===== src/design/pfg_pkg.sv =====
package pfg_pkg;

  localparam int MAX_CHANNELS        = 12;
  localparam int CHANNEL_RESET_VALUE = 1500;

  // Field widths of the channels and the configuration registers.
  localparam int CHANNEL_W   = 4;
  localparam int WIDTH_W     = 16;
  localparam int PULSE_LEN_W = 12;
  localparam int FRAME_LEN_W = 16;
  localparam int COUNT_W     = 4;
  localparam int CFG_INDEX_W = 2;
  localparam int CFG_DATA_W  = 16;
  localparam int TICKS_W     = 16;
  localparam int SUM_W       = 20;

  // Width store addressing; the slot index must also hold MAX_CHANNELS itself.
  localparam int CH_IDX_W = (MAX_CHANNELS > 1) ? $clog2(MAX_CHANNELS) : 1;
  localparam int SLOT_W   = $clog2(MAX_CHANNELS + 1);

  localparam logic [TICKS_W-1:0] TICKS_RESET = 16'd50;

  localparam logic [PULSE_LEN_W-1:0] PULSE_LEN_RESET     = 12'd300;
  localparam logic [FRAME_LEN_W-1:0] FRAME_LEN_RESET     = 16'd22500;
  localparam logic                   ACTIVE_HIGH_RESET   = 1'b1;
  localparam logic [COUNT_W-1:0]     CHANNEL_COUNT_RESET = 4'd8;

  // Configuration register indexes.
  localparam logic [CFG_INDEX_W-1:0] CFG_PULSE_LEN     = 2'd0;
  localparam logic [CFG_INDEX_W-1:0] CFG_FRAME_LEN     = 2'd1;
  localparam logic [CFG_INDEX_W-1:0] CFG_ACTIVE_HIGH   = 2'd2;
  localparam logic [CFG_INDEX_W-1:0] CFG_CHANNEL_COUNT = 2'd3;

  // Input item modes.
  localparam logic MODE_TICK  = 1'b0;
  localparam logic MODE_WRITE = 1'b1;

  typedef struct packed {
    logic                en;
    logic [CH_IDX_W-1:0] addr;
    logic [WIDTH_W-1:0]  data;
  } store_wr_t;

  typedef struct packed {
    logic               valid;
    logic [WIDTH_W-1:0] data;
  } store_rd_t;

  typedef struct packed {
    logic ppm_level;
    logic frame_start;
    logic overrun;
  } result_t;

endpackage


===== src/design/pfg_if.sv =====
interface pfg_item_if import pfg_pkg::*; ();
  logic                 valid;
  logic                 ready;
  logic                 mode;
  logic [CHANNEL_W-1:0] channel;
  logic [WIDTH_W-1:0]   width_us;

  modport source(output valid, mode, channel, width_us, input ready);
  modport sink(input valid, mode, channel, width_us, output ready);
endinterface

interface pfg_result_if ();
  logic valid;
  logic ready;
  logic ppm_level;
  logic frame_start;
  logic overrun;

  modport source(output valid, ppm_level, frame_start, overrun, input ready);
  modport sink(input valid, ppm_level, frame_start, overrun, output ready);
endinterface

interface pfg_cfg_if import pfg_pkg::*; ();
  logic                   valid;
  logic                   ready;
  logic [CFG_INDEX_W-1:0] index;
  logic [CFG_DATA_W-1:0]  data;

  modport source(output valid, index, data, input ready);
  modport sink(input valid, index, data, output ready);
endinterface


===== src/design/pfg_width_store.sv =====
module pfg_width_store import pfg_pkg::*; (
  input  logic              clk,
  input  logic              rst,
  input  store_wr_t         wr,
  input  logic [SLOT_W-1:0] rd_addr,
  output store_rd_t         rd
);

  logic [WIDTH_W-1:0]      mem [MAX_CHANNELS];
  logic [MAX_CHANNELS-1:0] written;
  logic                    rd_in_range;
  logic                    fwd;

  assign rd_in_range = rd_addr < SLOT_W'(MAX_CHANNELS);
  assign fwd         = wr.en && (SLOT_W'(wr.addr) == rd_addr);

  always_ff @(posedge clk) begin
    if (wr.en) begin
      mem[wr.addr] <= wr.data;
    end
  end

  always_ff @(posedge clk) begin
    if (rst) begin
      written <= '0;
    end else if (wr.en) begin
      written[wr.addr] <= 1'b1;
    end
  end

  // A write to the entry being read in the same cycle is passed straight through.
  always_ff @(posedge clk) begin
    if (rst) begin
      rd.valid <= 1'b0;
    end else if (fwd) begin
      rd.valid <= 1'b1;
    end else if (rd_in_range) begin
      rd.valid <= written[rd_addr[CH_IDX_W-1:0]];
    end
  end

  always_ff @(posedge clk) begin
    if (fwd) begin
      rd.data <= wr.data;
    end else if (rd_in_range) begin
      rd.data <= mem[rd_addr[CH_IDX_W-1:0]];
    end
  end

  a_fwd_data: assert property (@(posedge clk) disable iff (rst)
    fwd |=> rd.valid && rd.data == $past(wr.data))
    else $error("width store forwarding lost a write");

  a_fwd_hold: assert property (@(posedge clk) disable iff (rst)
    !wr.en && !rd_in_range |=> $stable(rd.data) && $stable(rd.valid))
    else $error("width store read data changed without a valid address");

endmodule


===== src/design/ppm_frame_generator_core.sv =====
// Channel   Direction  Handshake      Payload
// item      in         valid/ready    mode, channel, width_us
// result    out        valid/ready    ppm_level, frame_start, overrun
// cfg       in         valid/ready    index, data
//
// One item per clock while the skid entry is empty: each accepted item yields one result transaction.
// The width of the current slot is read from the registered store output, addressed by
// the next slot index, so the end of a pulse never waits on the memory.
// Reset (rst, synchronous) restores the registers and marks every stored width as the
// default, with no clearing sweep; neither item nor cfg is ready while rst is high. An output register
// and one skid entry keep item ready for one more transaction while a result is held.
module ppm_frame_generator_core import pfg_pkg::*; (
  input logic           clk,
  input logic           rst,
  pfg_item_if.sink      item,
  pfg_result_if.source  result,
  pfg_cfg_if.sink       cfg
);

  logic [PULSE_LEN_W-1:0] pulse_len;
  logic [FRAME_LEN_W-1:0] frame_len;
  logic                   active_high;
  logic [COUNT_W-1:0]     channel_count;

  logic               in_pulse, in_pulse_next;
  logic [TICKS_W-1:0] ticks_left, ticks_left_next;
  logic [SLOT_W-1:0]  slot_index, slot_index_next;
  logic [SUM_W-1:0]   frame_sum, frame_sum_next;

  store_wr_t store_wr;
  store_rd_t store_rd;

  logic               in_fire;
  logic [SLOT_W-1:0]  count;
  logic [WIDTH_W-1:0] slot_width;
  logic [SUM_W:0]     total;
  result_t            res_new;

  result_t out_q, skid_q;
  logic    out_valid, skid_valid;
  logic    out_free;

  assign cfg.ready = !rst;

  always_ff @(posedge clk) begin
    if (rst) begin
      pulse_len     <= PULSE_LEN_RESET;
      frame_len     <= FRAME_LEN_RESET;
      active_high   <= ACTIVE_HIGH_RESET;
      channel_count <= CHANNEL_COUNT_RESET;
    end else if (cfg.valid) begin
      case (cfg.index)
        CFG_PULSE_LEN:     pulse_len     <= cfg.data[PULSE_LEN_W-1:0];
        CFG_FRAME_LEN:     frame_len     <= cfg.data[FRAME_LEN_W-1:0];
        CFG_ACTIVE_HIGH:   active_high   <= cfg.data[0];
        CFG_CHANNEL_COUNT: channel_count <= cfg.data[COUNT_W-1:0];
        default: ;
      endcase
    end
  end

  assign item.ready = !skid_valid && !rst;
  assign in_fire    = item.valid && item.ready;

  assign store_wr.en   = in_fire && (item.mode == MODE_WRITE)
                         && (int'(item.channel) < MAX_CHANNELS);
  assign store_wr.addr = CH_IDX_W'(item.channel);
  assign store_wr.data = item.width_us;

  pfg_width_store u_store (
    .clk     (clk),
    .rst     (rst),
    .wr      (store_wr),
    .rd_addr (slot_index_next),
    .rd      (store_rd)
  );

  // Entries never written hold the default width.
  assign slot_width = store_rd.valid ? store_rd.data : WIDTH_W'(CHANNEL_RESET_VALUE);
  assign count      = (int'(channel_count) > MAX_CHANNELS) ? SLOT_W'(MAX_CHANNELS)
                                                           : SLOT_W'(channel_count);
  assign total      = (SUM_W + 1)'(frame_sum) + (SUM_W + 1)'(pulse_len);

  always_comb begin
    in_pulse_next       = in_pulse;
    ticks_left_next     = ticks_left;
    slot_index_next     = slot_index;
    frame_sum_next      = frame_sum;
    res_new.frame_start = 1'b0;
    res_new.overrun     = 1'b0;
    if (in_fire && item.mode == MODE_TICK) begin
      if (ticks_left > TICKS_W'(1)) begin
        ticks_left_next = ticks_left - TICKS_W'(1);
      end else if (!in_pulse) begin
        in_pulse_next       = 1'b1;
        ticks_left_next     = TICKS_W'(pulse_len);
        res_new.frame_start = (slot_index == '0);
      end else begin
        in_pulse_next = 1'b0;
        if (slot_index >= count) begin
          // Sync gap pads the frame; it collapses to zero when the channels overran.
          if (total > (SUM_W + 1)'(frame_len)) begin
            ticks_left_next = '0;
            res_new.overrun = 1'b1;
          end else begin
            ticks_left_next = frame_len - total[TICKS_W-1:0];
          end
          slot_index_next = '0;
          frame_sum_next  = '0;
        end else begin
          if (slot_width > WIDTH_W'(pulse_len)) begin
            ticks_left_next = slot_width - WIDTH_W'(pulse_len);
          end else begin
            ticks_left_next = '0;
          end
          frame_sum_next  = frame_sum + SUM_W'(slot_width);
          slot_index_next = slot_index + SLOT_W'(1);
        end
      end
    end
    res_new.ppm_level = in_pulse_next ? active_high : !active_high;
  end

  always_ff @(posedge clk) begin
    if (rst) begin
      in_pulse   <= 1'b0;
      ticks_left <= TICKS_RESET;
      slot_index <= '0;
      frame_sum  <= '0;
    end else begin
      in_pulse   <= in_pulse_next;
      ticks_left <= ticks_left_next;
      slot_index <= slot_index_next;
      frame_sum  <= frame_sum_next;
    end
  end

  assign out_free = !out_valid || result.ready;

  always_ff @(posedge clk) begin
    if (rst) begin
      out_valid  <= 1'b0;
      skid_valid <= 1'b0;
    end else if (out_free) begin
      out_valid  <= skid_valid || in_fire;
      skid_valid <= skid_valid && in_fire;
    end else if (in_fire) begin
      skid_valid <= 1'b1;
    end
  end

  always_ff @(posedge clk) begin
    if (out_free) begin
      if (skid_valid) begin
        out_q <= skid_q;
        if (in_fire) begin
          skid_q <= res_new;
        end
      end else if (in_fire) begin
        out_q <= res_new;
      end
    end else if (in_fire) begin
      skid_q <= res_new;
    end
  end

  assign result.valid       = out_valid;
  assign result.ppm_level   = out_q.ppm_level;
  assign result.frame_start = out_q.frame_start;
  assign result.overrun     = out_q.overrun;

  a_skid_behind_out: assert property (@(posedge clk) disable iff (rst)
    skid_valid |-> out_valid)
    else $error("skid entry held while the output register is empty");

  a_slot_bound: assert property (@(posedge clk) disable iff (rst)
    slot_index <= SLOT_W'(MAX_CHANNELS))
    else $error("slot index ran past the channel store");

  a_countdown: assert property (@(posedge clk) disable iff (rst)
    in_fire && item.mode == MODE_TICK && ticks_left > TICKS_W'(1)
    |=> ticks_left == $past(ticks_left) - TICKS_W'(1) && $stable(in_pulse))
    else $error("tick did not count down the current segment");

  a_overrun_ends_frame: assert property (@(posedge clk) disable iff (rst)
    in_fire && res_new.overrun |=> slot_index == '0 && frame_sum == '0 && !in_pulse)
    else $error("overrun flagged outside the end of a frame");

endmodule

===== src/flat_wrapper.sv =====
// flat-port wrapper written by rule: the top's interface ports become plain ports
module ppm_frame_generator_core_flat import pfg_pkg::*;
  (clk, rst, item_valid, item_mode, item_channel, item_width_us, item_ready, result_valid, result_ppm_level, result_frame_start, result_overrun, result_ready, cfg_valid, cfg_index, cfg_data, cfg_ready);
  pfg_item_if item_i ();
  pfg_result_if result_i ();
  pfg_cfg_if cfg_i ();
  input logic clk;
  input logic rst;
  input wire logic [$bits(item_i.valid)-1:0] item_valid;
  input wire logic [$bits(item_i.mode)-1:0] item_mode;
  input wire logic [$bits(item_i.channel)-1:0] item_channel;
  input wire logic [$bits(item_i.width_us)-1:0] item_width_us;
  output wire logic [$bits(item_i.ready)-1:0] item_ready;
  output wire logic [$bits(result_i.valid)-1:0] result_valid;
  output wire logic [$bits(result_i.ppm_level)-1:0] result_ppm_level;
  output wire logic [$bits(result_i.frame_start)-1:0] result_frame_start;
  output wire logic [$bits(result_i.overrun)-1:0] result_overrun;
  input wire logic [$bits(result_i.ready)-1:0] result_ready;
  input wire logic [$bits(cfg_i.valid)-1:0] cfg_valid;
  input wire logic [$bits(cfg_i.index)-1:0] cfg_index;
  input wire logic [$bits(cfg_i.data)-1:0] cfg_data;
  output wire logic [$bits(cfg_i.ready)-1:0] cfg_ready;
  assign item_i.valid = item_valid;
  assign item_i.mode = item_mode;
  assign item_i.channel = item_channel;
  assign item_i.width_us = item_width_us;
  assign item_ready = item_i.ready;
  assign result_valid = result_i.valid;
  assign result_ppm_level = result_i.ppm_level;
  assign result_frame_start = result_i.frame_start;
  assign result_overrun = result_i.overrun;
  assign result_i.ready = result_ready;
  assign cfg_i.valid = cfg_valid;
  assign cfg_i.index = cfg_index;
  assign cfg_i.data = cfg_data;
  assign cfg_ready = cfg_i.ready;
  ppm_frame_generator_core u_core (.clk(clk), .rst(rst), .item(item_i), .result(result_i), .cfg(cfg_i));
endmodule

===== config.mk =====
export PLATFORM = sky130hd
export DESIGN_NAME = ppm_frame_generator_core_flat
export DESIGN_NICKNAME = d
export VERILOG_FILES = /design/src/design/pfg_pkg.sv /design/src/design/pfg_if.sv /design/src/design/pfg_width_store.sv /design/src/design/ppm_frame_generator_core.sv /design/src/flat_wrapper.sv
export SDC_FILE = /design/constraint.sdc
export NUM_CORES = 1
export LEC_CHECK = 0
export ABC_AREA = 1
export BUFFER_PORTS_ARGS = -buffer_cell sky130_fd_sc_hd__buf_2
export CAP_MARGIN = 0
export CORE_UTILIZATION = 40
export DETAILED_ROUTE_END_ITERATION = 8
export GPL_TIMING_DRIVEN = 0
export SLEW_MARGIN = 0
export SYNTH_ARGS = -nofsm -noshare
export SYNTH_HDL_FRONTEND = slang
export SYNTH_SLANG_ARGS = --single-unit

===== constraint.sdc =====
create_clock -name clk -period 3.05 [get_ports clk]
set_input_delay 0.1525 -clock clk [delete_from_list [all_inputs] [get_ports clk]]
set_output_delay 0.1525 -clock clk [all_outputs]
set_load 0.02 [all_outputs]

== After elaboration in Yosys (flattened, before gate mapping) ==
Memories as Yosys holds them, arrays and structs flattened. A register that Yosys moved wholly into a read port is not among the register bits.
Cells that the tools add are included.

* RAM bits: 192
* Memories kept: 1
* Word-level logic and storage cells: 105
* Register bits: 95
* Input port bits: 44
* Output and inout port bits: 6

{| class="wikitable"
|+ Memory list
! name !! words !! width !! rd ports !! clocked after memory_dff !! write ports !! RTL line !! text
|-
| u_core.u_store.mem || 12 || 16 || 1 || 1 || 1 || pfg_width_store.sv:9 || <nowiki>logic [WIDTH_W-1:0] mem [MAX_CHANNELS];</nowiki>
|}

* Eq/ne operators: 5
* Magnitude comparators: 10
* Multiplexer cells: 37
* Bitwise gates (word level): 3
* Reduce and logical (&&, ||, !) cells: 25
* Add/sub/neg operators: 6

{| class="wikitable"
|+ Operators with widths
! cell !! number
|-
| $mux W16 || 6
|-
| $add A20 B12 Y21 || 1
|-
| $gt A21 B16 Y1 || 1
|-
| $add A20 B16 Y20 || 1
|-
| $mux W20 || 1
|-
| $mux W4 || 5
|-
| $gt A16 B1 Y1 const B || 1
|-
| $gt A16 B12 Y1 || 1
|-
| $mux W1 || 16
|-
| $sub A16 B1 Y16 const B || 1
|-
| $sub A16 B12 Y16 || 1
|-
| $sub A16 B16 Y16 || 1
|-
| $mux W3 || 5
|-
| $or A12 B12 Y12 || 1
|-
| $lt A4 B5 Y1 const B || 2
|-
| $reduce_and A2 Y1 || 5
|-
| $logic_and A1 B1 Y1 || 8
|-
| $lt A4 B4 Y1 const B || 2
|-
| $reduce_bool A2 Y1 || 3
|-
| $add A4 B1 Y4 const B || 1
|-
| $bmux W1 S4 || 1
|-
| $demux W1 S4 || 1
|-
| $eq A2 B2 Y1 const B || 2
|-
| $eq A4 B4 Y1 || 1
|-
| other kinds (12) || 18
|}

== Logic depth before layout (Yosys ltp) ==
* Word-level depth: 11
* Depth in mapped cells: 31
* Mapped depth without buffers: 31

== Hierarchy ==
Synthesis repeated with hierarchy kept, for this count alone.

* Cell total of the unflattened synthesis: 2037
* Area total of the unflattened synthesis: 16764.8 µm²

{| class="wikitable"
|+ By module, submodules not included
! module !! times used !! area an instance (µm²) !! sequential area each (µm²) !! cells an instance
|-
| pfg_width_store || 1 || 9133.8 || 6506.2 || 882
|-
| ppm_frame_generator_core || 1 || 7631.1 || 1701.6 || 1155
|}

== Worst setup path before layout ==
OpenSTA, ideal clock, no wires.

* Path type: register -> register
* Start: register u_core.frame_sum[0]
* End: register u_core.out_q, in the netlist u_core.result.overrun (data pin)
* Data arrival time: 2999 ps
* Required time: 2797 ps
* Slack: -202 ps
* Buffers on the path: 0
* Cell stages (with the launch flop): 29
* Cell sequence: dfxtp_1 > ha_1 > inv_1 > fa_1 > inv_1 > nand3_1 > nand2_1 > nand2_1 > nand2_1 > nand2_1 > nand2_1 > xor2_1 > ha_1 > nand2_1 > inv_1 > nand2_1 > nand2_1 > a21oi_1 > nand2_1 > nand2_1 > nand2_1 > nand2_1 > nand2_1 > nand2_1 > nand2_1 > inv_1 > nor2_1 > nor2_1 > nor2_1

{| class="wikitable"
|+ RTL lines
! what !! RTL line !! text
|-
| from (decl) || ppm_frame_generator_core.sv:28 || <nowiki>logic [SUM_W-1:0] frame_sum, frame_sum_next;</nowiki>
|-
| from (signal assigned) || ppm_frame_generator_core.sv:134 || <nowiki>frame_sum <= frame_sum_next;</nowiki>
|-
| to (signal assigned) || ppm_frame_generator_core.sv:155 || <nowiki>out_q <= skid_q;</nowiki>
|-
| to (signal assigned) || ppm_frame_generator_core.sv:160 || <nowiki>out_q <= res_new;</nowiki>
|-
| to (decl) || ppm_frame_generator_core.sv:39 || <nowiki>result_t out_q, skid_q;</nowiki>
|}

== Worst setup path after layout ==
* Start: register u_core.frame_sum[0]
* End: register u_core.ticks_left[8]

* Word-level cells in the longest chain between the ends: 6
* Elaborated cells between the ends (all ways): 7
* Those cells by class: 2 x add/sub; 1 x order compare; 4 x mux

{| class="wikitable"
|+ RTL lines
! what !! RTL line !! text
|-
| $add A20 B12 Y21 (*) || ppm_frame_generator_core.sv:82 || <nowiki>assign total = (SUM_W + 1)'(frame_sum) + (SUM_W + 1)'(pulse_len);</nowiki>
|-
| $gt A21 B16 Y1 / $sub A16 B16 Y16 (equally long branches) || ppm_frame_generator_core.sv:102, ppm_frame_generator_core.sv:106 ||
|-
| $mux W16 (*) || ppm_frame_generator_core.sv:102 || <nowiki>if (total > (SUM_W + 1)'(frame_len)) begin</nowiki>
|-
| $mux W16 (*) || ppm_frame_generator_core.sv:100 || <nowiki>if (slot_index >= count) begin</nowiki>
|-
| $mux W16 (*) || ppm_frame_generator_core.sv:94 || <nowiki>end else if (!in_pulse) begin</nowiki>
|-
| $mux W16 (*) || ppm_frame_generator_core.sv:92 || <nowiki>if (ticks_left > TICKS_W'(1)) begin</nowiki>
|-
| to (signal assigned) || ppm_frame_generator_core.sv:132 || <nowiki>ticks_left <= ticks_left_next;</nowiki>
|-
| to (decl) || ppm_frame_generator_core.sv:26 || <nowiki>logic [TICKS_W-1:0] ticks_left, ticks_left_next;</nowiki>
|}

Every way passes the cells marked *; elsewhere a longest branch is shown, timed or not.
A chain may end at the register's enable or synchronous reset.

==> impl_metrics.ini <==
[critical_path]
cpMostUsedCell = nand2_1
critPathArrivalTime_ns = 3.95
critPathSlowestCell = dfxtp_4
worst-setup-path-type = reg -> reg
cp_slowest_stage_delay_ns = 0.38
crit_path_start_kind = register
end_kind = register
crit_required_ns = 3.53
worst-path-max-fanout = 5

[synthesis]
netlist_instances = 2075
synth_cell_types = 45
yosysTopAreaCellShare = 0.376
synth_area_leader_cell = edfxtp_1
ys_ff_latch = 303
synthArstFlopShare = 0
synth_edf_count = 214
syn_area_um2 = 17100
synth_fp_nets = 2202
yosys_warnings = 0
synth_area_leaders = edfxtp_1, dfxtp_1, nand2_1
yosysMostFrequentCell = nand2_1
synth.avg_cell_area_um2 = 8.23
synth_commonest_cells = nand2_1, inv_1, nor2_1, edfxtp_1, nand3_1
ys_seq_area_frac = 0.481
ys.flop_type = edfxtp_1

[drt]
wl_mm = 52.3
route.detailed.drc = 0
wl_per_cell_um = 18.7
drt_iter0_drc = 937
postRouteAntennaNets = 0
drt_pass1_iterations = 5
vias = 14500
viasPerCell = 5.19

[clocking]
clk_path_buf_depth = 3
root_buffer = clkbuf_16
cts_tree = done
clk_latency_ns = 0.56
cts_inserted_buffers = 35
htreeDepth = 2
clkTransAtPathRegs_ns = 0.06
clock_sinks = 303

[die]
rows = 75
die-area_um2 = 43500
io_pins = 50
dieWidth_um = 209
start_util = 0.406
die_y_um = 209
core_um2 = 42000

[grt]
grt_usage = 0.240
grt_max_degree = 18
grt_pass1_vias = 14200
antenna_found_initial = 3
grt_pass1_wl_mm = 80.1
grt.overflow.total = 0

[cells_and_area]
final_nets = 2364
area_growth_pct = 21.0
drive_gt1_frac = 0.170
fill_cells = 4001

[placement]
place_hpwl_mm = 38.3
io_buffers = 49
routabilityCongestion = 0.934

[timing]
fmax_mhz = 288
setup_viol = 18
skew_ns = 0.0215
tightest_slew_ns = 0.986
rsz0062_at_grt = yes
hold_ws_ns = 0.0307
tns_ns = -6.58
slew_violations = 0
post-route-period-util = 1.14
relSlewSlack = 0.342
min_period_ns = 3.47
hold_viol = 0
setup_slack_ns = -0.417

[status]
violations = setup timing
run_status = complete, but fails checks

[job]
maxCapViolations = 0

[min_path]
min_path_type = in -> reg

[power_and_ir_drop]
p_leak_nw = 8.94
peakVddDrop_uv = 602
powerDensity_nw_per_um2 = 449
-- cells in the final DEF (no fill, tap or decap), types with 10 or more instances in the layout --
cell           instances
nand4_1               15
nand3_1              193
dfxtp_1               73
nand2_4               16
xnor2_1               18
clkbuf_4              12
o21ai_1               13
inv_1                244
buf_4                 39
nor2_1               220
o21ai_0               85
buf_6                 10
clkbuf_1              26
dlygate4sd3_1         33
nand2_2               31
nor3_1                13
a21oi_1              120
nor2_4                10
ha_4                  17
buf_2                 68
nand2_1              435
clkbuf_16             35
nor2_2                17
nand3b_1              42
ha_1                  58
xor2_1                16
edfxtp_1             214
inv_2                 16
or2_2                 19
o211ai_1              19
-- critical path: cells and delay by family (launching register included) --
| kind | cells | cell delay [ns] |
|---|---|---|
| AO/OA/AOI/OAI | 2 | 0.24 |
| buffers and inverters | 3 | 0.16 |
| XOR/XNOR | 1 | 0.27 |
| flip-flops | 1 | 0.38 |
| adder cells (fa/ha/maj) | 3 | 0.79 |
| AND/OR/NAND/NOR | 20 | 1.58 |
-- metrics by stage --
stage | setup slack (ns) | cell area, um^2 | cells | util | power, mW
2_1_floorplan | -0.0316 | 17100 | 2075 | - | 4.94
3_3_place_gp | -0.995 | 18000 | 2663 | 0.429 | 5.17
3_5_place_dp | -0.991 | 18200 | 2674 | 0.434 | 5.19
4_1_cts | -0.380 | 20300 | 2783 | 0.482 | 9.32
5_1_grt | -0.594 | 20700 | 2803 | 0.492 | 9.57
6_report | -0.417 | 20700 | 2803 | 0.492 | 9.27
-- path summary, 6_finish.rpt --
check,start,slack [ns],cells after the start,endpoint
setup reg to reg,u_core.frame_sum[0]$_SDFFE_PP0P_,-0.42,29,u_core.ticks_left[8]$_SDFFE_PP0P_
hold / removal,item_width_us[8],0.03,1,u_core.u_store.mem[6][8]$_DFFE_PP_
setup / recovery,u_core.frame_sum[0]$_SDFFE_PP0P_,-0.42,29,u_core.ticks_left[8]$_SDFFE_PP0P_
hold reg to reg,u_core.u_store.written[9]$_SDFFE_PP0P_,0.47,2,u_core.u_store.written[9]$_SDFFE_PP0P_
-- per-layer routing --
metal	up-vias	share of wire	global-route usage
met4	0	0.039	0.104
met2	386	0.49	0.414
met1	6884	0.43	0.300
li1	7179	-	-
met5	-	0	0
met3	97	0.048	0.0313
-- sequential cells by signal, indices dropped and copies added (netlist names), 4 cells and up --
register                cells
u_core.ticks_left          16
u_core.u_store.rd          17
u_core.u_store.written     12
u_core.pulse_len           12
u_core.slot_index           4
u_core.u_store.mem        192
u_core.channel_count        4
u_core.frame_sum           20
u_core.frame_len           16
-- report_power, final --
| group | internal (mW) | switching, mW |
|---|---|---|
| combinational | 0.271 | 0.476 |
| clock | 2.29 | 1.77 |
| sequential | 4.44 | 0.0334 |
-- what timing repair did --
action | CTS | global route
pin swaps | 22 | 33
gates resized for setup | 116 | 91
setup endpoints to repair | 60 | 56
setup buffers | 15 | 17
endpoints found under the hold margin | 164 | 0
gates cloned | 0 | 1
hold buffers | 33 | 0
-- logic make-up after synthesis --
family | after synthesis | synth area share
xor+xnor | 44 | 0.0230
fa+ha+maj | 83 | 0.0626
compound gates | 278 | 0.0886
flops | 303 | 0.481
simple gates | 1033 | 0.267
buf+inv | 334 | 0.0782
-- final cells by class --
type,count,area (um^2),area share
multi-input cells,1439,8240,0.399
plain buffers,69,415,0.0201
flip-flops and latches,303,8250,0.399
diodes,2,5.00,0.000242
repair buffers,125,990,0.0479
clock buffers,48,985,0.0476
well taps,539,674,0.0326
clock inverters,14,105,0.00509
inverters,264,1000,0.0485
Note: power is estimated with default switching activity, not from simulation.
